`src/rtl/core/hmppk_pkg.sv`:
```
package hmppk_pkg;

    localparam logic [63:0] GOLDEN_MULT = 64'h9E3779B97F4A7C15;

    localparam logic [1:0] ST_OK       = 2'd0;
    localparam logic [1:0] ST_MISS     = 2'd1;
    localparam logic [1:0] ST_FULL     = 2'd2;

    localparam logic       OP_LOOKUP   = 1'b0;
    localparam logic       OP_INSERT   = 1'b1;

    typedef enum logic [3:0] {
        S_CLEAR,
        S_IDLE,
        S_HASH0,
        S_HASH1,
        S_HASH2,
        S_HEAD,
        S_INSERT,
        S_READ,
        S_CHECK,
        S_OUT
    } t_state;

    // controller to datapath
    typedef struct packed {
        logic load;
        logic hash0;
        logic hash1;
        logic hash2;
        logic head_rd;
        logic insert;
        logic entry_rd;
        logic follow;
        logic clear_step;
        logic set_full;
        logic set_miss;
        logic set_hit;
    } t_cmd;

    // datapath to controller
    typedef struct packed {
        logic clear_done;
        logic is_insert;
        logic pool_full;
        logic cur_empty;
        logic match;
    } t_status;

endpackage

```
`src/rtl/core/hmppk_ctrl.sv`:
```
module hmppk_ctrl (
    input  logic                i_clk,
    input  logic                i_rst_n,
    input  logic                i_valid,
    output logic                o_ready,
    output logic                o_valid,
    input  logic                i_ready,
    input  hmppk_pkg::t_status  i_status_flags,
    output hmppk_pkg::t_cmd     o_cmd
);

    hmppk_pkg::t_state r_state, n_state;

    // state register
    always_ff @(posedge i_clk) begin
        if (!i_rst_n) begin
            r_state <= hmppk_pkg::S_CLEAR;
        end else begin
            r_state <= n_state;
        end
    end

    // next state and commands
    always_comb begin
        n_state = r_state;
        o_cmd   = '0;
        o_ready = 1'b0;
        o_valid = 1'b0;
        unique case (r_state)
            hmppk_pkg::S_CLEAR: begin
                o_cmd.clear_step = 1'b1;
                if (i_status_flags.clear_done) begin
                    o_cmd.clear_step = 1'b0;
                    n_state = hmppk_pkg::S_IDLE;
                end
            end
            hmppk_pkg::S_IDLE: begin
                o_ready    = 1'b1;
                o_cmd.load = i_valid;
                if (i_valid) n_state = hmppk_pkg::S_HASH0;
            end
            hmppk_pkg::S_HASH0: begin
                o_cmd.hash0 = 1'b1;
                n_state = hmppk_pkg::S_HASH1;
            end
            hmppk_pkg::S_HASH1: begin
                o_cmd.hash1 = 1'b1;
                n_state = hmppk_pkg::S_HASH2;
            end
            hmppk_pkg::S_HASH2: begin
                o_cmd.hash2 = 1'b1;
                n_state = hmppk_pkg::S_HEAD;
            end
            hmppk_pkg::S_HEAD: begin
                if (i_status_flags.is_insert && i_status_flags.pool_full) begin
                    o_cmd.set_full = 1'b1;
                    n_state = hmppk_pkg::S_OUT;
                end else begin
                    o_cmd.head_rd = 1'b1;
                    n_state = i_status_flags.is_insert ? hmppk_pkg::S_INSERT
                                                       : hmppk_pkg::S_READ;
                end
            end
            hmppk_pkg::S_INSERT: begin
                o_cmd.insert  = 1'b1;
                o_cmd.set_hit = 1'b1;
                n_state = hmppk_pkg::S_OUT;
            end
            hmppk_pkg::S_READ: begin
                if (i_status_flags.cur_empty) begin
                    o_cmd.set_miss = 1'b1;
                    n_state = hmppk_pkg::S_OUT;
                end else begin
                    o_cmd.entry_rd = 1'b1;
                    n_state = hmppk_pkg::S_CHECK;
                end
            end
            hmppk_pkg::S_CHECK: begin
                if (i_status_flags.match) begin
                    o_cmd.set_hit = 1'b1;
                    n_state = hmppk_pkg::S_OUT;
                end else begin
                    o_cmd.follow = 1'b1;
                    n_state = hmppk_pkg::S_READ;
                end
            end
            hmppk_pkg::S_OUT: begin
                o_valid = 1'b1;
                if (i_ready) n_state = hmppk_pkg::S_IDLE;
            end
            default: n_state = hmppk_pkg::S_IDLE;
        endcase
    end

endmodule

```
`config.mk`:
```
export PLATFORM = sky130hd
export DESIGN_NAME = hmppk_ctrl
export DESIGN_NICKNAME = d
export VERILOG_FILES = /design/src/rtl/core/hmppk_pkg.sv /design/src/rtl/core/hmppk_ctrl.sv
export SDC_FILE = /design/constraint.sdc
export NUM_CORES = 1
export LEC_CHECK = 0
export BUFFER_PORTS_ARGS = -buffer_cell sky130_fd_sc_hd__clkbuf_2
export CAP_MARGIN = 5
export CELL_PAD_IN_SITES_DETAIL_PLACEMENT = 1
export CELL_PAD_IN_SITES_GLOBAL_PLACEMENT = 2
export CORE_UTILIZATION = 22
export CTS_BUF_LIST = sky130_fd_sc_hd__clkbuf_4 sky130_fd_sc_hd__clkbuf_8
export DETAILED_ROUTE_END_ITERATION = 16
export PLACE_DENSITY_LB_ADDON = 0.1
export SLEW_MARGIN = 20
export SYNTH_ARGS = -nofsm -noshare
export SYNTH_HDL_FRONTEND = slang
export SYNTH_SLANG_ARGS = --single-unit
```
`constraint.sdc`:
```
create_clock -name i_clk -period 1.45 [get_ports i_clk]
set_clock_uncertainty 0.1 [all_clocks]
set_input_delay 0.0725 -clock i_clk [delete_from_list [all_inputs] [get_ports i_clk]]
set_output_delay 0.0725 -clock i_clk [all_outputs]
set_load 0.01 [all_outputs]
```
[After elaboration in Yosys (flattened, before gate mapping)]
Index checks and enable logic that the tools add are counted.
Storage, ports and cells
  register bits after elaboration: 4
  output and inout bits: 14
  logic and storage cells: 45
Operators by class
  reductions and logical operators: 3
  multiplexer cells: 29
  eq/ne operators: 12
Operators by type and width (count)
  case mux 4 bit (10 select lines): 1
  2-to-1 mux 1 bit: 22
  2-to-1 mux 4 bit: 5
  == test 4 x 3 -> 1 bit, second input constant: 4
  == test 4 x 2 -> 1 bit, second input constant: 2
  == test 4 bit, second input constant: 2
  != test 2 bit, second input constant: 3
  == test 4 x 1 -> 1 bit, second input constant: 1
  logical NOT 4 bit: 1
  AND reduction 3 bit: 1
  case mux 1 bit (2 select lines): 1
  logical AND 1 bit: 1

[Longest topological paths before layout]
  word-level depth: 3
  gate-level depth with buffers: 4
  mapped depth without buffers: 3

[Worst setup path after synthesis]
OpenSTA, ideal clock, no wires.
  path type: reg-to-reg
  start: register r_state[0]
  end: register r_state[0]
  buffers on the path: 0
  cell stages (with the launch flop): 4
  data arrival time: 1172 ps
  required time: 1203 ps
  slack: 31 ps
  setup time: 147 ps
  cell sequence: dfxtp_1 -> or2_1 -> nor4_1 -> nor4_1
On the way
  word-level cells in the longest chain between the ends: 3
  elaborated cells on any way between the ends: 15
  classes of those cells: 12 x eq/ne; 1 x mux; 2 x reduce/logical
Ends and longest elaborated chain
  start: declaration: RTL line hmppk_ctrl.sv:12  | hmppk_pkg::t_state r_state, n_state;
  start signal: assignment: RTL line hmppk_ctrl.sv:17  | r_state <= hmppk_pkg::S_CLEAR;
  start signal: assignment: RTL line hmppk_ctrl.sv:19  | r_state <= n_state;
  == test 4 bit, or another cell as far along: RTL line hmppk_ctrl.sv:29  | unique case (r_state)
  != test 2 bit (no line)
  AND reduction 3 bit (no line)
Parallel ways exist; a longest one is shown, timed or not.
A chain may end at the register's enable or synchronous reset.

==> flow_summary.toml <==
[final_layout]
biggestRegsByFlops = "r_state x4"
final_cells = 103
final_nets = 98
regMostFlops = "r_state"
syn_to_final_growth_pct = 91.0
drive_gt1_share_pct = 65.5
utilization_pct = 47.0
largest_reg_flops = 4
antenna_cells = 0

[yosys]
yosys_warnings = 0
synthTopCellsByArea = "dfxtp_1, nor3_1, nand2b_1"
synth_area_leader_cell = "dfxtp_1"
synth.top_cell.area_share_pct = 20.6
synth.cell_area_um2 = 388
synth-seq-cells = 4
synth_nets = 60
async_flop_share_pct = 0
synth-main-ff-cell = "dfxtp_1"
synth-edff-count = 0
ys_types = 29
ys_seq_area_share_pct = 20.6
synthCells = 51
syn_area_per_cell_um2 = 7.61

[grt]
grt_pass1_vias = 512
grt-ovfl-total = 0
grt_pass1_wl_um = 2350
antenna_found_initial = 0
grt_usage_pct = 16.1
grt_max_degree = 9

[placement]
place_ws_ns = 0.0590
hpwl_um = 1090
gp_congestion = 0.717
port_buffers = 22
dp_cells = 95

[route]
drt_first_pass_iters = 5
drt-total-wl_um = 1430
drc = 0
ant_nets = 0
routedWlPerCell_um = 13.8
drt_iter0_markers = 3
viasPerCell = 5.12
vias = 527

[clocking]
clkLatencyLatePin_ns = 0.23
htreeDepth = 1
root_buffer = "clkbuf_4"
cts.clk_slew.worst_paths_ns = 0.03
cts.sinks = 4
numCtsBuffers = 3
clockBufferDepth = 2
cts_tree = "done"

[power_and_ir_drop]
power_frac_comb_pct = 67.1
powerDensity_mw_per_mm2 = 1660
p_total_mw = 1.23
internal_power_uw = 697
p_clk_share_pct = 10.5
vdd_drop_max_v = 0.000836
seq_power_share_pct = 22.3
p_leak_nw = 0.336
switching_share_pct = 43.4
p_switching_uw = 534

[die]
rows = 14
start_util_pct = 24.6
die_area_mm2 = 0.00194
core_mm2 = 0.00158
die_w_um = 44.0
die_h_um = 44.0
io_pins = 23

[sta]
setup_violations = 0
drv_slew = 0
relSlewSlack_pct = 76.7
fmax_mhz = 707
hold_violations = 0
setup_slack_ns = 0.0353
rsz0062_at_grt = "yes"
post-route-min-period_ns = 1.41
period_share_pct = 97.6
tightest_slew_ns = 0.348

[critical_path]
crit_path_start_kind = "flop"
r2r_cells = 3
reg2reg_slack_ns = 0.06
regToRegEndpoint = "r_state[0]$_SDFFE_PN0P_"
cp.required_ns = 1.28
worstReg2RegStart = "r_state[1]$_SDFFE_PN0P_"
crit_start = "r_state[3]$_SDFFE_PN0P_"
critPathArrivalTime_ns = 1.24
cp-endpoint = "o_cmd[7]"
cp_max_fo = 7
worst-setup-path-type = "reg -> out"
cp-end-kind = "primary output"

[job]
maxCapViolations = 0

[status]
outcome = "finished clean"

[min_path]
hp-class = "in -> reg"
whs_path_depth = 4
==> layout by cell type, fill, tap and decap left out, types with 2 or more instances in the layout <==
cell type / n
dfxtp_4: 3
nand2b_1: 3
nor3_2: 3
nor2_1: 4
nor3b_1: 2
nand2b_4: 2
inv_1: 4
nor3_4: 2
nand2_1: 3
buf_2: 6
clkbuf_2: 16
nor3_1: 2
clkbuf_4: 3
buf_4: 11
buf_6: 2
==> synth_stat cells (2+ instances only) <==
cell / number
nor3_1: 6
nand2b_1: 4
nor2_1: 4
inv_1: 4
nand2_1: 3
dfxtp_1: 4
nor4_1: 2
nor3b_1: 2
buf_2: 2
==> worst max-delay path, stage by stage, from the launching register on <==
cell      delay [ns]
dfxtp_4         0.37
nand2b_4        0.16
buf_4           0.15
nor3b_1         0.18
buf_2           0.16
==> power by group through the flow <==
| stage | logic [mW] | registers, mW | clock network [mW] |
|---|---|---|---|
| floorplan | 0.395 | 0.184 | 0 |
| global placement | 0.597 | 0.219 | 0 |
| detailed placement | 0.600 | 0.225 | 0 |
| CTS | 0.749 | 0.254 | 0.138 |
| global route | 0.905 | 0.287 | 0.141 |
| finish | 0.827 | 0.275 | 0.130 |
==> worst min path at each step <==
stage,from,to,slack (ns)
finish,i_ready,r_state[3]$_SDFFE_PN0P_,0.08
global route,i_ready,r_state[3]$_SDFFE_PN0P_,0.16
CTS,i_ready,r_state[3]$_SDFFE_PN0P_,0.08
detailed placement,i_rst_n,r_state[1]$_SDFFE_PN0P_,0.25
global placement,i_rst_n,r_state[1]$_SDFFE_PN0P_,0.24
floorplan,i_status_flags[0],o_cmd[4],0.09
==> routing by layer <==
layer	routed length, um	vias up	track usage, %	part of all wire, %
met1	647	248	21.8	45
li1	-	262	-	-
met3	56	0	0.417	3.9
met2	721	17	27.5	51
met4	0	0	5.45	0
met5	0	-	0	0
==> cells by family after synthesis <==
group | synth area share, %
AOI/OAI and AO/OA | 27.7
buffers and inverters | 8.39
DFF | 20.6
and+or+nand+nor | 43.2
==> area by class of cell <==
cell class                      count  area, um2
Inverter                            4       15.0
Fill cell                         211        836
Clock buffer                        3       22.5
Tap cell                           16       20.0
Multi-Input combinational cell     40        365
Sequential cell                     4       92.6
Timing Repair Buffer               36        225
==> stage by stage <==
stage | instance area [um2] | hold WS (ns) | TNS, ns
2_1_floorplan | 388 | 0.0865 | 0
3_3_place_gp | 568 | 0.242 | 0
3_5_place_dp | 568 | 0.245 | 0
5_1_grt | 741 | 0.164 | -0.0333
4_1_cts | 679 | 0.0763 | -0.0249
6_report | 741 | 0.0771 | 0
==> repair_timing <==
action | 4_1_cts | 5_1_grt
pin swaps | 4 | 4
setup endpoints to repair | 12 | 9
buffers inserted | 4 | 0
hold buffers | 1 | 0
endpoints found under the hold margin | 2 | 0
resized for setup | 13 | 19
Note: power is estimated with default switching activity, not from simulation.
